==> src/rtl/core/lfrb_pkg.sv <==
`default_nettype none
// ============================================================================
// lfrb_pkg
// Shared types and codes for the lockable field register bank.
// ============================================================================
package lfrb_pkg;

    localparam int unsigned WORD_W    = 32;
    localparam int unsigned IDX_W     = 4;
    localparam int unsigned START_W   = 5;
    localparam int unsigned FWIDTH_W  = 6;
    localparam int unsigned IN_DATA_W  = 56;
    localparam int unsigned OUT_DATA_W = 40;
    localparam int unsigned HALF_SHIFT = 16;

    typedef enum logic [1:0] {
        CMD_GET   = 2'd0,
        CMD_SET   = 2'd1,
        CMD_LOCK  = 2'd2,
        CMD_QUERY = 2'd3
    } cmd_t;

    localparam logic [2:0] TYPE_RW     = 3'd0;
    localparam logic [2:0] TYPE_RO     = 3'd1;
    localparam logic [2:0] TYPE_L16    = 3'd2;
    localparam logic [2:0] TYPE_L31    = 3'd3;
    localparam logic [2:0] TYPE_R16W16 = 3'd4;

    typedef struct packed {
        logic [WORD_W-1:0]   write_data;
        logic [FWIDTH_W-1:0] field_width;
        logic [START_W-1:0]  field_lsb;
        logic [2:0]          field_type;
        logic [IDX_W-1:0]    register_index;
        cmd_t                command;
    } req_t;

    typedef struct packed {
        logic              status;
        logic              lock_state;
        logic [WORD_W-1:0] read_data;
    } rsp_t;

    typedef struct packed {
        logic              wr_en;
        logic [WORD_W-1:0] wr_value;
    } upd_t;

endpackage : lfrb_pkg
`default_nettype wire

==> src/rtl/core/lfrb_field_unit.sv <==
`default_nettype none
// ============================================================================
// lfrb_field_unit
// Field access logic: masks, lock checks and read-modify-write of one register.
// ============================================================================
module lfrb_field_unit
(
    input  wire lfrb_pkg::req_t    req,
    input  wire logic [31:0]       reg_value,
    input  wire logic              in_range,
    output lfrb_pkg::rsp_t         rsp,
    output lfrb_pkg::upd_t         upd
);
    import lfrb_pkg::*;

    logic [31:0] wmask;
    logic [63:0] fmask_wide;
    logic [31:0] fmask;
    logic [63:0] data_wide;
    logic        low_half;
    logic [4:0]  l16_pos;
    logic        locked;
    logic        writable;

    always_comb
    begin
        if (req.field_width >= 6'd32)
        begin
            wmask = '1;
        end
        else
        begin
            wmask = (32'd1 << req.field_width[4:0]) - 32'd1;
        end
        fmask_wide = {32'd0, wmask} << req.field_lsb;
        fmask      = fmask_wide[31:0];
        data_wide  = {32'd0, req.write_data & wmask} << req.field_lsb;
        low_half   = !req.field_lsb[4];
        l16_pos    = low_half ? {1'b1, req.field_lsb[3:0]} : req.field_lsb;

        case (req.field_type)
            TYPE_L16: locked = reg_value[l16_pos];
            TYPE_L31: locked = reg_value[31];
            default:  locked = 1'b0;
        endcase

        case (req.field_type)
            TYPE_L16, TYPE_L31: writable = !locked;
            TYPE_R16W16:        writable = low_half;
            TYPE_RW:            writable = 1'b1;
            default:            writable = 1'b0;
        endcase
    end

    always_comb
    begin
        rsp          = '0;
        upd.wr_en    = 1'b0;
        upd.wr_value = reg_value;
        if (!in_range)
        begin
            rsp.status = (req.command == CMD_SET) || (req.command == CMD_LOCK);
        end
        else
        begin
            case (req.command)
                CMD_GET:
                begin
                    rsp.read_data = (reg_value & fmask) >> req.field_lsb;
                end
                CMD_SET:
                begin
                    if (writable)
                    begin
                        upd.wr_en    = 1'b1;
                        upd.wr_value = (reg_value & ~fmask) | data_wide[31:0];
                    end
                    else
                    begin
                        rsp.status = 1'b1;
                    end
                end
                CMD_LOCK:
                begin
                    if (req.field_type == TYPE_L16)
                    begin
                        upd.wr_en    = 1'b1;
                        upd.wr_value = low_half ? (reg_value | {fmask[15:0], 16'd0})
                                                : (reg_value | fmask);
                    end
                    else if (req.field_type == TYPE_L31)
                    begin
                        upd.wr_en    = 1'b1;
                        upd.wr_value = reg_value | 32'h8000_0000;
                    end
                    else
                    begin
                        rsp.status = 1'b1;
                    end
                end
                default:
                begin
                    rsp.lock_state = locked;
                end
            endcase
        end
    end

endmodule : lfrb_field_unit
`default_nettype wire

==> src/rtl/core/lockable_field_register_bank_core.sv <==
`default_nettype none
// ============================================================================
// lockable_field_register_bank_core
// Bank of 32-bit control registers with per-field lock policies.
// ============================================================================
// One access is taken per clock cycle unless back-pressure stalls the bank. An
// accepted access sits in the input register, where the addressed register is
// read, checked and rewritten in a single pass; its result then lands in the
// output register, from which it is offered and held until it is taken. The
// bank is flip-flops cleared by reset; registers at or above NUM_REGS read as
// zero and refuse set and lock. Back-pressure on the result side stalls both
// stages.
module lockable_field_register_bank_core
#(
    parameter int NUM_REGS = 16
)
(
    input  wire logic        clk,
    input  wire logic        rst_n,
    input  wire logic        s_tvalid,
    output logic             s_tready,
    // command[1:0], register_index[5:2], field_type[8:6], field_lsb[13:9],
    // field_width[19:14], write_data[51:20], zero[55:52]
    input  wire logic [55:0] s_tdata,
    output logic             m_tvalid,
    input  wire logic        m_tready,
    // read_data[31:0], lock_state[32], status[33], zero[39:34]
    output logic [39:0]      m_tdata
);
    import lfrb_pkg::*;

    localparam int DEPTH = (NUM_REGS < 16) ? NUM_REGS : 16;
    localparam int AW    = (DEPTH > 1) ? $clog2(DEPTH) : 1;

    logic [31:0] bank_reg [DEPTH];
    req_t        s1_reg;
    logic        s1_valid_reg;
    rsp_t        out_reg;
    logic        out_valid_reg;

    logic        advance;
    logic        in_range;
    logic [AW-1:0] addr;
    logic [31:0] cur_value;
    rsp_t        rsp;
    upd_t        upd;

    assign advance  = s1_valid_reg && (!out_valid_reg || m_tready);
    assign s_tready = !s1_valid_reg || advance;
    assign in_range = ({28'd0, s1_reg.register_index} < 32'(DEPTH));
    assign addr     = s1_reg.register_index[AW-1:0];
    assign cur_value = in_range ? bank_reg[addr] : 32'd0;

    lfrb_field_unit u_field
    (
        .req       (s1_reg),
        .reg_value (cur_value),
        .in_range  (in_range),
        .rsp       (rsp),
        .upd       (upd)
    );

    always_ff @(posedge clk or negedge rst_n)
    begin
        if (!rst_n)
        begin
            s1_valid_reg  <= 1'b0;
            out_valid_reg <= 1'b0;
        end
        else
        begin
            if (s_tready)
            begin
                s1_valid_reg <= s_tvalid;
            end
            if (advance)
            begin
                out_valid_reg <= 1'b1;
            end
            else if (m_tready)
            begin
                out_valid_reg <= 1'b0;
            end
        end
    end

    always_ff @(posedge clk)
    begin
        if (s_tready && s_tvalid)
        begin
            s1_reg <= req_t'(s_tdata[51:0]);
        end
        if (advance)
        begin
            out_reg <= rsp;
        end
    end

    always_ff @(posedge clk or negedge rst_n)
    begin
        if (!rst_n)
        begin
            for (int i = 0; i < DEPTH; i++)
            begin
                bank_reg[i] <= '0;
            end
        end
        else if (advance && upd.wr_en && in_range)
        begin
            bank_reg[addr] <= upd.wr_value;
        end
    end

    assign m_tvalid = out_valid_reg;
    assign m_tdata  = {6'd0, out_reg};

endmodule : lockable_field_register_bank_core
`default_nettype wire

==> config.mk <==
export PLATFORM = sky130hd
export DESIGN_NAME = lockable_field_register_bank_core
export DESIGN_NICKNAME = d
export VERILOG_FILES = /design/src/rtl/core/lfrb_pkg.sv /design/src/rtl/core/lfrb_field_unit.sv /design/src/rtl/core/lockable_field_register_bank_core.sv
export SDC_FILE = /design/constraint.sdc
export NUM_CORES = 1
export LEC_CHECK = 0
export ABC_AREA = 1
export ABC_CLOCK_PERIOD_IN_PS = 3400
export BUFFER_PORTS_ARGS = -buffer_cell sky130_fd_sc_hd__buf_4
export CORE_MARGIN = 3
export CORE_UTILIZATION = 45
export CTS_BUF_LIST = sky130_fd_sc_hd__clkbuf_4 sky130_fd_sc_hd__clkbuf_8 sky130_fd_sc_hd__clkbuf_16
export CTS_CLUSTER_SIZE = 16
export DETAILED_ROUTE_END_ITERATION = 6
export PLACE_DENSITY = 0.59
export SKIP_CTS_REPAIR_TIMING = 1
export SYNTH_ARGS = -nofsm -noshare
export SYNTH_HDL_FRONTEND = slang
export SYNTH_SLANG_ARGS = --single-unit
==> constraint.sdc <==
create_clock -name clk -period 3.4 [get_ports clk]
set_clock_uncertainty 0.15 [all_clocks]
set_input_delay 0.17 -clock clk [delete_from_list [all_inputs] [get_ports clk]]
set_output_delay 0.17 -clock clk [all_outputs]
set_load 0.005 [all_outputs]
== Word-level counts from Yosys, hierarchy flattened ==
Index checks and enable logic that the tools add are counted.

* Bitwise logic cells: 8
* Multiplexer cells: 22
* Add/sub/neg operators: 1
* Equal/unequal tests: 5
* Reduce and logical (&&, ||, !) cells: 15
* Magnitude comparators: 4
* Shifts and indexed selects: 4

{| class="wikitable"
|+ Operator list
! operator !! number
|-
| $bwmux 512 || 1
|-
| $mux 32 || 5
|-
| $bmux 32 s4 || 1
|-
| $demux 32 s4 || 1
|-
| $mux 33 || 3
|-
| $and 32x32->32 || 3
|-
| $or 32x32->32 || 3
|-
| $pmux 33 s2 || 1
|-
| $shl 32x5->32 || 2
|-
| $not 32->32 || 1
|-
| $shl 1x5->32 const A || 1
|-
| $shr 32x5->32 || 1
|-
| $sub 32x1->32 const B || 1
|-
| $eq 3x2->1 const B || 2
|-
| $ge 6x6->1 const B || 1
|-
| $lt 5x6->1 const B || 1
|-
| $mux 1 || 6
|-
| $ge 5x5->1 const B || 1
|-
| $lt 5x1->1 const B || 1
|-
| $not 4->5 || 1
|-
| $bmux 1 s4 || 1
|-
| $logic_and 1x1->1 || 4
|-
| $logic_not 1->1 || 4
|-
| $pmux 1 s2 || 2
|-
| other kinds (10) || 11
|}

* Bits in registers: 600

== Logic depth before layout (Yosys ltp) ==
* Word-level depth: 12
* Depth in mapped cells: 29

== Modules after synthesis ==
A second synthesis with hierarchy kept.

* Cells, all modules: 5541
* Area total of the unflattened synthesis: 36331.1 µm²

{| class="wikitable"
|+ By module, submodules not included
! module !! cells an instance !! times used !! area each (µm²)
|-
| lockable_field_register_bank_core || 3956 || 1 || 28889.0
|-
| lfrb_field_unit || 1585 || 1 || 7442.1
|}

== Least setup slack after synthesis ==
Ideal clock, no wire load.

* Path kind: register -> register
* From: register s1_reg[15] (netlist bit)
* To: register bank_reg[221] (netlist bit)
* Data required time: 3.184 ns
* Setup slack: 0.094 ns
* Path buffers: 1
* Setup time: 0.066 ns
* Arrival time: 3.090 ns
* Cell stages (with the launch flop): 27
* Cells stage by stage: edfxtp_1 nor2_1 nand3_1 inv_1 nand2_1 ha_1 nand2_1 nor2_1 nand2_1 nand2_1 nand3_1 nand3_1 o21ai_1 inv_1 nand2_1 o21ai_1 or2_2 nand3_1 nand2_1 nand2_1 nand3_1 nand2_1 nand2_1 nand2_1 buf_4 nand3_1 nand2_1

* Cells in the longest elaborated chain, start to end: 10
* Elaborated cells on any way between the ends: 17
* Those cells by class: add/sub: 1; order compare: 1; shift: 3; mux: 6; bitwise: 6

{| class="wikitable"
|+ Ends and longest elaborated chain
! element !! RTL line !! source
|-
| start, declared || lockable_field_register_bank_core.sv:36 || <nowiki>req_t s1_reg;</nowiki>
|-
| start signal, assigned || lockable_field_register_bank_core.sv:91 || <nowiki>s1_reg <= req_t'(s_tdata[51:0]);</nowiki>
|-
| $shl 1x5->32 || lfrb_field_unit.sv:33 || <nowiki>wmask = (32'd1 << req.field_width[4:0]) - 32'd1;</nowiki>
|-
| $sub 32x1->32 || lfrb_field_unit.sv:33 ||
|-
| $mux 32 * || lfrb_field_unit.sv:27 || <nowiki>if (req.field_width >= 6'd32)</nowiki>
|-
| $shl 32x5->32 || lfrb_field_unit.sv:35 || <nowiki>fmask_wide = {32'd0, wmask} << req.field_lsb;</nowiki>
|-
| $not 32->32 || lfrb_field_unit.sv:76 || <nowiki>upd.wr_value = (reg_value & ~fmask) | data_wide[31:0];</nowiki>
|-
| $and 32x32->32 || lfrb_field_unit.sv:76 ||
|-
| $or 32x32->32 || lfrb_field_unit.sv:76 ||
|-
| $mux 33 || lfrb_field_unit.sv:73 || <nowiki>if (writable)</nowiki>
|-
| $pmux 33 s2 * || lfrb_field_unit.sv:66 || <nowiki>case (req.command)</nowiki>
|-
| $bwmux 512 * || lockable_field_register_bank_core.sv:110 || <nowiki>bank_reg[addr] <= upd.wr_value;</nowiki>
|-
| end signal, assigned by index || lockable_field_register_bank_core.sv:110 ||
|-
| end, declared || lockable_field_register_bank_core.sv:35 || <nowiki>logic [31:0] bank_reg [DEPTH];</nowiki>
|}

Every way passes the cells marked *; elsewhere a longest branch is shown, timed or not.
A chain may end at the register's enable or synchronous reset.

== Worst setup path after layout ==
* From: register s1_reg, in the netlist addr[0]
* To: register bank_reg[82] (netlist bit)

* Cells in the longest elaborated chain, start to end: 12
* Elaborated cells on any way between the ends: 25
* Those cells by class: order compare: 2; mux: 15; bitwise: 5; reduce/logical: 3

{| class="wikitable"
|+ Ends and longest elaborated chain
! element !! RTL line !! source
|-
| $not 4->5 (implied by the code) * || lockable_field_register_bank_core.sv:52, lockable_field_register_bank_core.sv:110 ||
|-
| $bmux 32 s4 || lockable_field_register_bank_core.sv:52 || <nowiki>assign cur_value = in_range ? bank_reg[addr] : 32'd0;</nowiki>
|-
| $mux 32 (implied by the code) (2 in series) || lockable_field_register_bank_core.sv:52 ||
|-
| $bmux 1 s4 || lfrb_field_unit.sv:42 || <nowiki>TYPE_L16: locked = reg_value[l16_pos];</nowiki>
|-
| $mux 1 (implied by the code) || lfrb_field_unit.sv:42 ||
|-
| $pmux 1 s2 || lfrb_field_unit.sv:41 || <nowiki>case (req.field_type)</nowiki>
|-
| $logic_not 1->1 || lfrb_field_unit.sv:48 || <nowiki>TYPE_L16, TYPE_L31: writable = !locked;</nowiki>
|-
| $pmux 1 s3 || lfrb_field_unit.sv:47 || <nowiki>case (req.field_type)</nowiki>
|-
| $mux 33 || lfrb_field_unit.sv:73 ||
|-
| $pmux 33 s2 || lfrb_field_unit.sv:66 ||
|-
| $bwmux 512 / $logic_and 1x1->1 (equally long branches) || lockable_field_register_bank_core.sv:110, lockable_field_register_bank_core.sv:108 ||
|}

Every way passes the cells marked *; elsewhere a longest branch is shown, timed or not. The select of a mux whose other input is x is not followed.

==> impl_metrics.py <==
metrics = {
    "sta": {
        "hold_viol": 0,
        "relSlewSlack_pct": 44.5,
        "worst_slack_ns": -0.665,
        "worst_slew_pin_slew_ns": 0.833,
        "finalSetupViolCount": 545,
        "min_period_ns": 4.06,
        "fin_setup_tns_ns": -281.69,
        "max_clock_freq_mhz": 246,
        "report.final.slew_viol_count": 0,
        "hold_slack_ns": 0.0433,
        "rsz0062_at_grt": "yes",
        "fin_crit_sh_pct": 120,
    },
    "detailed_routing": {
        "routed_wl_mm": 139,
        "ant_nets": 0,
        "vias_per_cell": 5.84,
        "route.detailed.drc": 0,
        "drtIter0Drc": 3859,
        "firstDrtPassIters": 6,
        "wl_per_cell_microns": 23.2,
        "via_count": 35000,
    },
    "die": {
        "rows": 99,
        "die_w_microns": 280,
        "coreArea_sq_um": 73600,
        "die_area_sq_um": 78200,
        "die_h_microns": 280,
        "start_util_pct": 45.8,
        "ios": 102,
    },
    "global_route": {
        "grt_pass1_vias": 33000,
        "grt_pass1_wl_mm": 204,
        "track_usage_pct": 34.0,
        "overflow": 0,
        "grt_max_degree": 103,
        "grt_antenna_before_repair": 0,
    },
    "power_and_ir_drop": {
        "power_switching_mw": 6.00,
        "p_int_mw": 13.8,
        "seqPwrFrac_pct": 39.5,
        "ir_drop_v": 0.000322,
        "leakage_nw": 22.7,
        "p_sw_share_pct": 30.3,
        "powerDensity_nw_per_um2": 450,
        "combPwrFrac_pct": 21.0,
        "power_frac_clock_pct": 39.5,
    },
    "worst_setup_path": {
        "r2r_start": "addr[0]$_DFFE_PP_",
        "crit_path_top_delay_cell": "edfxtp_1",
        "critPathKind": "reg2reg",
        "critPathRequiredTime_ns": 3.80,
        "crit_fanout": 8,
        "r2r_cells": 28,
        "worstPathArrival_ns": 4.46,
        "startpoint_type": "register",
        "rrSetupSlack_ns": -0.66,
        "slowest_delay_ns": 0.49,
        "cpMostUsedCell": "nand2_1",
        "r2r_end": "bank_reg[82]$_DFFE_PN0P_",
        "endpoint_kind": "register",
    },
    "synth": {
        "ys_types": 45,
        "synth-simple-area-share_pct": 36.1,
        "synth_fa_ha_area_share_pct": 0.186,
        "synth_top_family_by_area": "simple AND/OR/NAND/NOR gates",
        "async_reset_ff_share_pct": 85.7,
        "synth_compound_area_share_pct": 10.5,
        "yosys.area.top_type": "dfrtp_1",
        "synth-xor-area-share_pct": 0,
        "synthFlopType": "dfrtp_1",
        "ys_warn_count": 0,
        "syn_avg_cell_area_sq_um": 7.36,
        "syn_area_sq_um": 33700,
        "synthMuxAreaShare_pct": 0.0594,
        "synth_seq_cells": 600,
        "synth_edf_count": 86,
        "syn_inst": 4580,
        "synth.area.top_cells": "dfrtp_1 38%, nand2_1 21%, nand3_1 11%",
        "seq_area_frac_synth_pct": 45.8,
        "yosysTopAreaCellShare_pct": 38.2,
    },
    "placed_design": {
        "pre_cts_slack_ns": -0.604,
        "detailed_place_hpwl_mm": 92.0,
        "globalplace.congestion": 1.01,
        "port_buffers": 91,
    },
    "clocking": {
        "cts_tree": "built",
        "cts_buffer_depth": 3,
        "clk_latency_ns": 0.62,
        "path_clk_slew_ns": 0.06,
        "root_buffer": "clkbuf_16",
        "cts_sinks": 600,
        "htreeDepth": 3,
        "numCtsBuffers": 69,
    },
    "finish": {
        "seqCellArea_sq_um": 15400,
        "largest_reg_flops": 512,
        "area_delta_synth_final_pct": 30.6,
        "multi_input_area_sq_um": 17000,
        "fill_cells": 6722,
        "nNetsFinal": 5063,
        "utilization_pct": 59.8,
        "antennaDiodeCount": 0,
        "drive_gt1_share_pct": 20.7,
    },
    "min_path": {
        "hp-class": "in2async",
    },
    "flow_run": {
        "timing.max_cap.violations": 0,
    },
    "run_status": {
        "violations": "negative setup slack",
        "status": "finished with violations",
    },
}
final cells by class:
class	instances	area share, %
Sequential cell	600	35.1
Tap cell	959	2.73
Timing Repair Buffer	686	16.3
Multi-Input combinational cell	3424	38.5
Inverter	217	1.94
Clock buffer	92	4.60
Clock inverter	28	0.842
worst max-delay path by stage:
stage	start	to
finish	addr[0]$_DFFE_PP_	bank_reg[82]$_DFFE_PN0P_
global route	addr[0]$_DFFE_PP_	bank_reg[206]$_DFFE_PN0P_
CTS	addr[0]$_DFFE_PP_	bank_reg[404]$_DFFE_PN0P_
detailed placement	addr[0]$_DFFE_PP_	bank_reg[208]$_DFFE_PN0P_
global placement	addr[0]$_DFFE_PP_	bank_reg[208]$_DFFE_PN0P_
floorplan	s1_reg[15]$_DFFE_PP_	bank_reg[221]$_DFFE_PN0P_
worst max-delay path, delay by kind of cell, from the launching register on:
family | cells | cell delay, ns
buf+inv | 8 | 1.16
compound gates | 2 | 0.38
flops | 1 | 0.49
simple gates | 18 | 1.79
power by group through the flow:
stage | sequential [mW] | combinational [mW] | clock, mW
floorplan | 7.88 | 1.93 | 0
global route | 7.84 | 4.47 | 8.22
finish | 7.81 | 4.16 | 7.82
detailed placement | 7.93 | 3.73 | 0
global placement | 7.92 | 3.72 | 0
CTS | 7.80 | 3.75 | 7.94
metal layers:
metal	vias up	global-route usage, %	wire length, microns
li1	16100	-	-
met1	16700	44.6	54100
met2	1784	55.5	64300
met3	424	5.07	11800
met4	0	16.1	8950
met5	-	0	0
synthesized netlist by cell type, types with 2 or more instances:
cell type,number
o21bai_1,3
o21ai_1,27
ha_1,5
o2111ai_1,2
o211ai_1,13
nand3_1,747
nor2_1,113
buf_1,62
inv_1,197
a21oi_1,62
clkinv_1,2
o22ai_1,54
nor2_2,5
nor3_1,13
o21a_1,4
edfxtp_1,86
clkbuf_1,114
buf_4,17
nand2_2,3
buf_6,13
mux2i_1,2
nand4_1,95
inv_2,18
o21ai_0,148
nand2_1,1843
or2_2,4
a21oi_2,9
a31oi_1,3
or4_1,8
a22oi_1,225
nor3_4,15
dfrtp_1,514
buf_2,138
o221ai_1,3
or2_1,3
stage by stage:
stage,cell area [sq um],power [mW],cells
after floorplan,33700,9.82,4585
after global placement,39000,11.6,5768
after detailed placement,39000,11.7,5768
after CTS,41400,19.5,5888
after global routing,44000,20.5,6006
final,44000,19.8,6006
cell families (layout without fill, tap and decap cells):
family	count (synthesis)	after routing
DFF	600	600
adders and majority gates	5	5
other	1	6
AOI/OAI and AO/OA	558	558
muxes	2	2
and+or+nand+nor	2853	2853
buffers and inverters	561	1023
cells in the final DEF (no fill, tap or decap), types with 19 or more instances in the layout:
cell,instances
clkbuf_16,86
edfxtp_1,86
nand3_2,90
inv_2,19
nand2_2,58
nor2_1,95
dlygate4sd3_1,57
o22ai_1,54
o21ai_1,36
dfrtp_1,514
buf_12,117
nand3_1,651
a22oi_2,34
buf_6,26
nand2_1,1782
inv_1,189
o21ai_0,131
nand4_1,95
a22oi_1,192
a21oi_1,58
buf_4,465
No activity file was read; power rests on OpenSTA's default activity.
